$ cat config.mk
export PLATFORM = sky130hd
export DESIGN_NAME = tcsp_ram
export DESIGN_NICKNAME = d
export VERILOG_FILES = /design/src/design/tagged_chunk_slot_pool_top_macros.svh /design/src/design/tcsp_ram.sv
export SDC_FILE = /design/constraint.sdc
export NUM_CORES = 2
export LEC_CHECK = 0
export BUFFER_PORTS_ARGS = -buffer_cell sky130_fd_sc_hd__buf_2
export CAP_MARGIN = 5
export CORE_MARGIN = 4
export CORE_UTILIZATION = 60
export DETAILED_ROUTE_END_ITERATION = 16
export HOLD_SLACK_MARGIN = 0.15
export PLACE_DENSITY = 0.8
export SYNTH_ARGS = -nofsm -noshare
export SYNTH_HDL_FRONTEND = slang
export SYNTH_SLANG_ARGS = --single-unit
$ cat constraint.sdc
create_clock -name i_clk -period 2.6 [get_ports i_clk]
set_input_delay 0 -clock i_clk [delete_from_list [all_inputs] [get_ports i_clk]]
set_output_delay 0 -clock i_clk [all_outputs]
set_load 0.005 [all_outputs]
$ cat src/design/tagged_chunk_slot_pool_top_macros.svh
// assertion macros shared by the pool design
`ifndef TAGGED_CHUNK_SLOT_POOL_TOP_MACROS_SVH
`define TAGGED_CHUNK_SLOT_POOL_TOP_MACROS_SVH

// antecedent holds, consequent holds in the same cycle
`define TCSP_ASSERT_SAME(label, clk, rst_n, ante, cons) \
    label: assert property (@(posedge clk) disable iff (!(rst_n)) (ante) |-> (cons)) \
        else $error("tcsp assertion failed");

// antecedent holds, consequent holds in the next cycle
`define TCSP_ASSERT_NEXT(label, clk, rst_n, ante, cons) \
    label: assert property (@(posedge clk) disable iff (!(rst_n)) (ante) |=> (cons)) \
        else $error("tcsp assertion failed");

`endif

$ cat src/design/tcsp_ram.sv
module tcsp_ram #(
    parameter int WIDTH = 8,
    parameter int DEPTH = 256
) (
    input  logic                     i_clk,
    input  logic                     i_we,
    input  logic [$clog2(DEPTH)-1:0] i_waddr,
    input  logic [WIDTH-1:0]         i_wdata,
    input  logic [$clog2(DEPTH)-1:0] i_raddr,
    output logic [WIDTH-1:0]         o_rdata
);
    logic [WIDTH-1:0] r_mem [DEPTH];
    logic [WIDTH-1:0] r_rdata;

    always_ff @(posedge i_clk) begin
        if (i_we) begin
            r_mem[i_waddr] <= i_wdata;
        end
        r_rdata <= r_mem[i_raddr];
    end

    assign o_rdata = r_rdata;
endmodule

==> run_results.csv <==
group,metric,value,unit
power,power.density,738.9,nW/um^2
final_layout,seqCellArea,61660,sq um
critical_path,reg2reg_to,"o_rdata[0]",
yosys,yosys_warnings,0,
critical_path,path_cells,"mux4_2 > mux4_2 > nor2_1 > a2111oi_0 > buf_4 > nor3_4 > buf_4 > nor4_2",
yosys,yosysTopAreaCell,"edfxtp_1",
yosys,async_flop_share,0,
critical_path,crit_path_start_kind,"flop",
yosys,syn_area,79560,sq um
floorplan,core,131600,sq um
clock_network,cts_inserted_buffers,191,
route,vias_per_cell,6.997,
sta,max_slew_margin,0.3528,
route,wire_per_inst,33.49,microns
global_route,grt_overflow,0,
clock_network,cts-root-buf,"clkbuf_16",
placed_design,post-place-ws,-517.9,ps
critical_path,crit_buf_inv,2,
power,p_leak,29.61,nW
final_layout,utilization,0.6981,
placed_design,placed_cells,5845,
worst_hold_path,hp-class,"in -> reg",
floorplan,start_util,0.6044,
sta,hold_violations,0,
clock_network,clk_path_buf_depth,3,
worst_hold_path,hold_start,"i_raddr[7]",
route,drt_iter0_drc,7111,
yosys,synth_ff_type,"edfxtp_1",
critical_path,crit_required,3260,ps
global_route,grt_pass1_vias,43530,
sta,worstMarginPinSlew,970.7,ps
placed_design,postPlaceCellArea,85510,sq um
sta,finalSetupTns,0,ps
yosys,synth_commonest_cells,"2048 x edfxtp_1, 454 x mux4_2, 282 x nor2_1",
final_layout,stdcell_count,6225,
critical_path,slowest_stage,"mux4_2",
worst_hold_path,hold_end,"o_rdata[3]",
run_status,outcome,"finished, final reports clean",
final_layout,multi_input_area,16550,sq um
critical_path,worst_path_largest_cell_delay,560,ps
placed_design,gp_congestion,0.8836,
floorplan,die_height,372.1,microns
floorplan,die_x,372.1,microns
route,drt-total-wl,208500,microns
sta,post-route-min-period,2600,ps
job,cap_violations,0,
sta,slew_viol_final,0,
final_layout,post-route-cell-area,91900,sq um
power,p_total,67.91,mW
global_route,grt_max_degree,103,
critical_path,startpoint,"r_mem[136][0]",
yosys,syn_nets,3759,
sta,setup_ws,0.3306,ps
placed_design,dpl.hpwl,123500,microns
critical_path,cpLargestDelayFamily,"multiplexers",
critical_path,r2r-start,"r_mem[136][0]",
global_route,antenna_found_initial,14,
yosys,synth_most_common_cell,"edfxtp_1",
route,ant_nets,0,
final_layout,final_nets,4330,
sta,hold_ws,222.3,ps
yosys,syn-mean-instance-area,21.31,sq um
clock_network,clkTransAtPathRegs,60,ps
critical_path,cp_num_cells,8,
sta,setup_viol,0,
floorplan,io_pins,34,
sta,rsz0062_at_grt,"false",
clock_network,cts_tree,"yes",
yosys,synth-edff-count,2048,
sta,clock_skew,29.63,ps
yosys,syn_inst,3733,
route,first_pass_iters,6,
final_layout,final_layout_size_suffix_gt1_frac,0.2999,
critical_path,r2r_setup_slack,0.3,ps
critical_path,path_max_fanout,1,
critical_path,end_kind,"flop",
route,drc,0,
global_route,grt_pass1_wl,303600,microns
critical_path,critPathKind,"reg -> reg",
critical_path,cp.arrival,3260,ps
sta,min_period_over_period,0.9999,
final_layout,syn_to_final_growth,15.51,%
clock_network,cts.sinks,2056,
clock_network,cts.htree.levels,4,
clock_network,clk_latency,820,ps
floorplan,die-area,138500,sq um
yosys,synth-seq-cells,2056,
yosys,yosys.cell_types.count,55,
yosys,ys_top_cells_by_area,"edfxtp_1 77%, mux4_2 13%, mux2i_1 1.7%, nor2_1 1.3%, a22oi_1 1.3%",
global_route,grt_usage,0.3065,
yosys,ys_seq_area_frac,0.7750,
final_layout,fill_cells,7185,
sta,timing.fmax,384.7,MHz
critical_path,ff2ff_path_depth,8,
yosys,synth.top_cell.area_share,0.7730,
worst_hold_path,min_delay_path_depth,6,
power,irDropWorstVdd,0.7035,mV
placed_design,portBuffers,33,
floorplan,rows,133,
route,vias,43550,
[routing by layer]
metal | track usage | part of all wire
met5 | 0 | 0.00056
met4 | 0.1456 | 0.055
met2 | 0.4814 | 0.48
met1 | 0.4040 | 0.33
met3 | 0.08478 | 0.13
[what timing repair did]
action / CTS / global route
pin swaps: 0 / 0
endpoints found under the hold margin: 2705 / 0
hold buffers: 21 / 0
resized for setup: 8 / 3
setup buffers: 0 / 0
endpoints found under the setup margin: 5 / 2
[sequential cells by signal, summed over array words and instances (netlist names)]
| name | cells |
|---|---|
| r_mem | 2048 |
| o_rdata | 8 |
[logic make-up after synthesis]
logic type	Yosys count	synth area share
flip-flops	2056	0.7750
multiplexers	591	0.1462
AND/OR/NAND/NOR	466	0.02628
AO/OA/AOI/OAI	385	0.03419
buffers and inverters	235	0.01831
[layout by cell type (no fill, tap or decap), drive strengths merged, types with 5 or more instances in the layout]
cell and n:
a2111oi 5, a211oi 16, a21oi 96, a221oi 14, a22o 8, a22oi 133, and2 6, buf 582
bufinv 17, clkbuf 254, clkinv 73, clkinvlp 7, dfxtp 8, diode 8, dlygate4sd3 21, edfxtp 2048
inv 10, mux2i 134, mux4 456, nand2 33, nand2b 8, nand3 34, nand4 10, nor2 282
nor2b 31, nor3 22, nor4 27, o211ai 10, o21ai 12, o221ai 47, o22a 5, o22ai 28
o32ai 5
[worst max-delay path by stage]
stage	to	slack (ps)
4_1_cts	o_rdata[5]	2
6_report	o_rdata[0]	0.3
2_1_floorplan	o_rdata[2]	660
3_3_place_gp	o_rdata[6]	-870
3_5_place_dp	o_rdata[5]	-520
5_1_grt	o_rdata[2]	20
[power by group]
| group | internal [mW] | switching [mW] |
|---|---|---|
| combinational | 1.42 | 2.29 |
| clock | 15.5 | 12.1 |
| sequential | 36.5 | 0.0899 |
[cell type report]
cell class,instances,share of cell area
Antenna cell,8,0.0002178
Inverter,2,0.00008169
Sequential cell,2056,0.6710
Timing Repair Buffer,611,0.05835
Clock inverter,105,0.01136
Clock buffer,246,0.05505
Tap cell,1755,0.02389
Multi-Input combinational cell,1442,0.1801
[worst min-delay path, delay by kind of cell]
family	cells	cell delay, ps
buffers and inverters	2	550
and+or+nand+nor	1	150
AOI/OAI and AO/OA	3	260
Power figures use the tool's default switching activity.
