<file path="src/design/tagged_chunk_slot_pool_top_macros.svh">
// assertion macros shared by the pool design
`ifndef TAGGED_CHUNK_SLOT_POOL_TOP_MACROS_SVH
`define TAGGED_CHUNK_SLOT_POOL_TOP_MACROS_SVH

// antecedent holds, consequent holds in the same cycle
`define TCSP_ASSERT_SAME(label, clk, rst_n, ante, cons) \
    label: assert property (@(posedge clk) disable iff (!(rst_n)) (ante) |-> (cons)) \
        else $error("tcsp assertion failed");

// antecedent holds, consequent holds in the next cycle
`define TCSP_ASSERT_NEXT(label, clk, rst_n, ante, cons) \
    label: assert property (@(posedge clk) disable iff (!(rst_n)) (ante) |=> (cons)) \
        else $error("tcsp assertion failed");

`endif

</file>
<file path="src/design/tcsp_pkg.sv">
package tcsp_pkg;

    localparam logic [1:0] OP_ENQUEUE = 2'd0;
    localparam logic [1:0] OP_READ    = 2'd1;
    localparam logic [1:0] OP_RELEASE = 2'd2;

    localparam logic CFG_CHUNK_BYTES  = 1'b0;
    localparam logic CFG_SLOTS_IN_USE = 1'b1;

    localparam logic [11:0] CHUNK_BYTES_RESET = 12'd256;
    localparam logic [4:0]  SLOTS_RESET       = 5'd16;
    localparam logic [15:0] SEQ_MAX           = 16'hFFFF;
    localparam logic [11:0] OFFSET_MAX        = 12'hFFF;

    typedef enum logic [3:0] {
        ST_ACCEPTED    = 4'd0,
        ST_PUBLISHED   = 4'd1,
        ST_TOO_BIG     = 4'd2,
        ST_NO_SLOT     = 4'd3,
        ST_READ        = 4'd4,
        ST_BAD_ID      = 4'd5,
        ST_SMALL_BUF   = 4'd6,
        ST_RELEASED    = 4'd7,
        ST_NONE        = 4'd8,
        ST_BAD_SETTING = 4'd9
    } t_status;

    typedef enum logic [3:0] {
        S_CLEAR, S_IDLE, S_DECODE, S_RCHK, S_RMEM, S_RDAT,
        S_EADD, S_EWR, S_SCAN, S_ZADD, S_ZERO, S_OUT
    } t_state;

    typedef struct packed {
        logic [1:0]  opcode;
        logic [31:0] event_code;
        logic [11:0] chunk_length;
        logic [7:0]  data_byte;
        logic        last_byte;
        logic [31:0] read_tag;
        logic [15:0] buffer_size;
        logic [11:0] byte_offset;
    } t_in_item;

    typedef struct packed {
        t_status     status;
        logic [31:0] tag_out;
        logic [31:0] event_out;
        logic        publish;
        logic [7:0]  byte_out;
    } t_out_item;

    // control of the shared address unit
    typedef struct packed {
        logic mul;
        logic add;
        logic inc;
    } t_au_ctrl;

    typedef struct packed {
        logic [15:0] seq;
        logic [11:0] len;
    } t_meta;

endpackage

</file>
<file path="src/design/tcsp_addr_unit.sv">
module tcsp_addr_unit #(
    parameter int MEMORY_BYTES = 4096,
    parameter int SLOT_COUNT   = 16
) (
    input  logic                            i_clk,
    input  tcsp_pkg::t_au_ctrl              i_ctrl,
    input  logic [$clog2(SLOT_COUNT)-1:0]   i_idx,
    input  logic [11:0]                     i_cb,
    input  logic [11:0]                     i_off,
    output logic [$clog2(MEMORY_BYTES)-1:0] o_addr,
    output logic                            o_in_range
);
    import tcsp_pkg::*;

    localparam int PW = $clog2(SLOT_COUNT);
    localparam int AW = $clog2(MEMORY_BYTES);
    localparam int WA = (PW + 13 > AW) ? PW + 13 : AW;

    logic [PW+11:0] r_base;
    logic [WA-1:0]  r_addr;

    // slot base is registered before the offset add
    always_ff @(posedge i_clk) begin
        if (i_ctrl.mul) begin
            r_base <= (PW+12)'(i_idx) * (PW+12)'(i_cb);
        end
        if (i_ctrl.add) begin
            r_addr <= WA'(r_base) + WA'(i_off);
        end else if (i_ctrl.inc) begin
            r_addr <= r_addr + WA'(1);
        end
    end

    assign o_addr     = r_addr[AW-1:0];
    assign o_in_range = 32'(r_addr) < 32'(MEMORY_BYTES);
endmodule

</file>
<file path="config.mk">
export PLATFORM = sky130hd
export DESIGN_NAME = tcsp_addr_unit
export DESIGN_NICKNAME = d
export VERILOG_FILES = /design/src/design/tagged_chunk_slot_pool_top_macros.svh /design/src/design/tcsp_pkg.sv /design/src/design/tcsp_addr_unit.sv
export SDC_FILE = /design/constraint.sdc
export NUM_CORES = 1
export LEC_CHECK = 0
export BUFFER_PORTS_ARGS = -buffer_cell sky130_fd_sc_hd__buf_2
export CAP_MARGIN = 20
export CORE_MARGIN = 2
export CORE_UTILIZATION = 26
export CTS_BUF_LIST = sky130_fd_sc_hd__clkbuf_4 sky130_fd_sc_hd__clkbuf_8 sky130_fd_sc_hd__clkbuf_16
export DETAILED_ROUTE_END_ITERATION = 7
export GPL_TIMING_DRIVEN = 0
export PLACE_DENSITY = 0.39
export SLEW_MARGIN = 0
export SYNTH_ARGS = -nofsm -noshare
export SYNTH_HDL_FRONTEND = slang
export SYNTH_SLANG_ARGS = --single-unit
</file>
<file path="constraint.sdc">
create_clock -name i_clk -period 3.9 [get_ports i_clk]
set_input_delay 0.39 -clock i_clk [delete_from_list [all_inputs] [get_ports i_clk]]
set_output_delay 0.39 -clock i_clk [all_outputs]
set_load 0.01 [all_outputs]
</file>
==> flow_summary.ini <==
[routing]
viasPerCell = 4.26
dr_total_vias = 2622
detail-route-antenna-nets = 0
drt_iter0_drc = 102
first_pass_iters = 4
drt_wl_total_um = 7370
wl_per_cell_um = 12.0
drcViolationCount = 0

[clocking]
cts_sinks = 33
cts_buffer_depth = 2
cts_made_buffers = 5
clkTransAtPathRegs_ns = 0.05
cts_tree = yes
cts-root-buf = clkbuf_16
clock_latency_ns = 0.27
cts_hold_buf = 0
cts_resized = 0
htreeDepth = 2
post_cts_buffers = 0

[logic_synthesis]
yosysTopAreaCell = edfxtp_1
synth-seq-cells = 33
avgSynthCellArea_um2 = 9.20
ys.flop_type = edfxtp_1
synthesis.area_um2 = 3590
synth-edff-count = 33
synth_cells = 390
ys_seq_area_frac = 0.276
syn-num-nets = 476
async_flop_share = 0
synthTopCellsByArea = edfxtp_1 (28%), fa_1 (12%), ha_1 (12%), and2_1 (6.3%), xnor2_1 (5.1%)
ys_types = 41
synth_top_area_frac = 0.276
yosys_warnings = 0

[sta]
clock_skew_ns = 0.00104
max_slew_margin = 0.554
fmax_mhz = 280
tightest_slew_ns = 0.664
fin_hold_ws_ns = 0.436
setup_ws_ns = 0.334
rsz0062_at_grt = no
timing.final.max_slew_violations = 0
finalCritPeriodShare = 0.914
hold_viol = 0
post-route-min-period_ns = 3.57
finalSetupViolations = 0

[power_and_ir_drop]
p_leak_nw = 1.88
clock_power_share = 0.190
power.density_nw_per_um2 = 463
p_total_mw = 1.93
swShare = 0.366
irDropWorstVdd_v = 0.000171
seqPwrFrac = 0.330
combPwrFrac = 0.480
p_int_mw = 1.22
power.switching_mw = 0.705

[global_routing]
grt_pass1_wl_um = 13100
antenna_found_initial = 0
grt_pass1_vias = 2784
grt_usage = 0.109
grt-ovfl-total = 0
grt_start_max_net_pins = 18

[cells_and_area]
regArea_um2 = 991
nFillCells = 1465
n_antenna_cell = 0
post-route-cell-area_um2 = 4160
area_growth_pct = 15.9
multi_input_area_um2 = 2290
nets = 525
layout-drive-gt1-share = 0.164

[setup_path]
crit_path_start_kind = input pin
cp_cell_sequence = buf_2 > clkbuf_1 > nand2_1 > fa_1 > fa_1 > inv_1 > ha_1 > a211oi_1 > o21ai_0 > a21oi_1 > o21ai_0 > a21oi_1 > xnor2_1
cp.required_ns = 3.92
slowest_stage = fa_1
critical_path_class = input pin to register
critPathMaxFanout = 10
worstPathArrival_ns = 3.59
critPathMaxStageDelay_ns = 0.60
end_kind = register

[place]
post-place-ws_ns = -0.101
placed_area_um2 = 4030
dp_hpwl_um = 6150
portBuffers = 44
gp_congestion = 0.810

[floorplan]
die_area_um2 = 14800
std_cell_rows = 42
io_pins = 45
initial_utilization = 0.269
core_um2 = 13300
die_y_um = 121
die_w_um = 121

[run_status]
outcome = complete, no violations

[run]
maxCapViolations = 0

[worst_hold_path]
hp-class = input pin to register
[worst paths after layout]
path / startpoint / cells past startpoint / to / slack [ns]
worst min register to register: r_base[14] / 2 / r_addr[14] / 0.65
worst max register to register: r_base[0] / 9 / r_addr[14] / 1.45
worst min-delay path: i_idx[0] / 2 / r_base[0] / 0.44
worst max-delay path: i_idx[1] / 13 / r_base[13] / 0.33
[area by class of cell]
class,count,area share
inverters,48,0.0433
repair buffers,44,0.0529
plain buffers,17,0.0280
clock inverters,3,0.00301
clock buffers,5,0.0301
multi-input cells,290,0.551
flip-flops and latches,33,0.238
well taps,176,0.0529
[power by group through the flow]
stage	logic (mW)	clock network, mW	registers, mW
floorplan	0.727	0	0.620
global placement	0.930	0	0.643
detailed placement	0.931	0	0.645
CTS	0.939	0.377	0.638
global route	1.07	0.391	0.653
finish	0.924	0.367	0.636
[critical path, delay by kind of cell]
kind,cells,cell delay [ns]
buffers and inverters,3,0.46
AND/OR/NAND/NOR,1,0.12
XOR/XNOR,1,0.09
AO/OA/AOI/OAI,5,1.15
adder cells (fa/ha/maj),3,1.38
[cell families after synthesis]
kind of cell,share of synthesized area
simple gates,0.174
compound gates,0.128
buf+inv,0.0847
fa+ha+maj,0.232
xor+xnor,0.0879
flops,0.276
mux,0.0167
[cells in the mapped netlist, types with 2 or more instances]
library cell,count
a211oi_1,2
a21o_1,9
a21oi_1,29
a21oi_2,2
and2_1,36
and3_1,4
buf_4,14
clkbuf_1,5
edfxtp_1,33
fa_1,21
ha_1,33
inv_1,48
mux2i_1,6
nand2_1,29
nand2b_1,3
nand3_1,12
nand4_1,5
nor2_1,20
nor3_1,4
o211ai_1,3
o21ai_0,14
o21ai_2,2
o21bai_1,3
o31ai_1,2
xnor2_1,21
xor2_1,15
[state kept, by name (all words and copies together) (netlist names)]
signal	count
r_base	16
r_addr	17
[per-layer routing]
metal  vias up  track usage  wire length, um
li1       1403            -                -
met1      1168        0.145             3690
met2        42        0.185             3340
met3         9       0.0160              233
met4         0       0.0287              117
met5         -            0                0
[through the flow]
stage | setup TNS, ns | std cells | util
detailed placement | -0.141 | 610 | 0.302
global route | 0 | 616 | 0.312
CTS | 0 | 618 | 0.312
global placement | -0.0641 | 610 | 0.302
floorplan | 0 | 390 | -
finish | 0 | 616 | 0.312
[layout by cell type (no fill, tap or decap), types with 4 or more instances in the layout]
| cell | netlist | final |
|---|---|---|
| and3_1 | 4 | 4 |
| nand3_1 | 12 | 12 |
| xor2_1 | 15 | 15 |
| buf_2 | 0 | 44 |
| o21ai_0 | 14 | 14 |
| fa_1 | 21 | 21 |
| clkbuf_16 | 0 | 5 |
| a21oi_1 | 29 | 29 |
| nor2_1 | 20 | 20 |
| ha_1 | 33 | 33 |
| buf_4 | 14 | 14 |
| a21o_1 | 9 | 9 |
| inv_1 | 48 | 48 |
| nor3_1 | 4 | 4 |
| edfxtp_1 | 33 | 33 |
| nand4_1 | 5 | 5 |
| mux2i_1 | 6 | 6 |
| nand2_1 | 29 | 29 |
| and2_1 | 36 | 36 |
| xnor2_1 | 21 | 21 |
(Power assumes the default switching activity.)
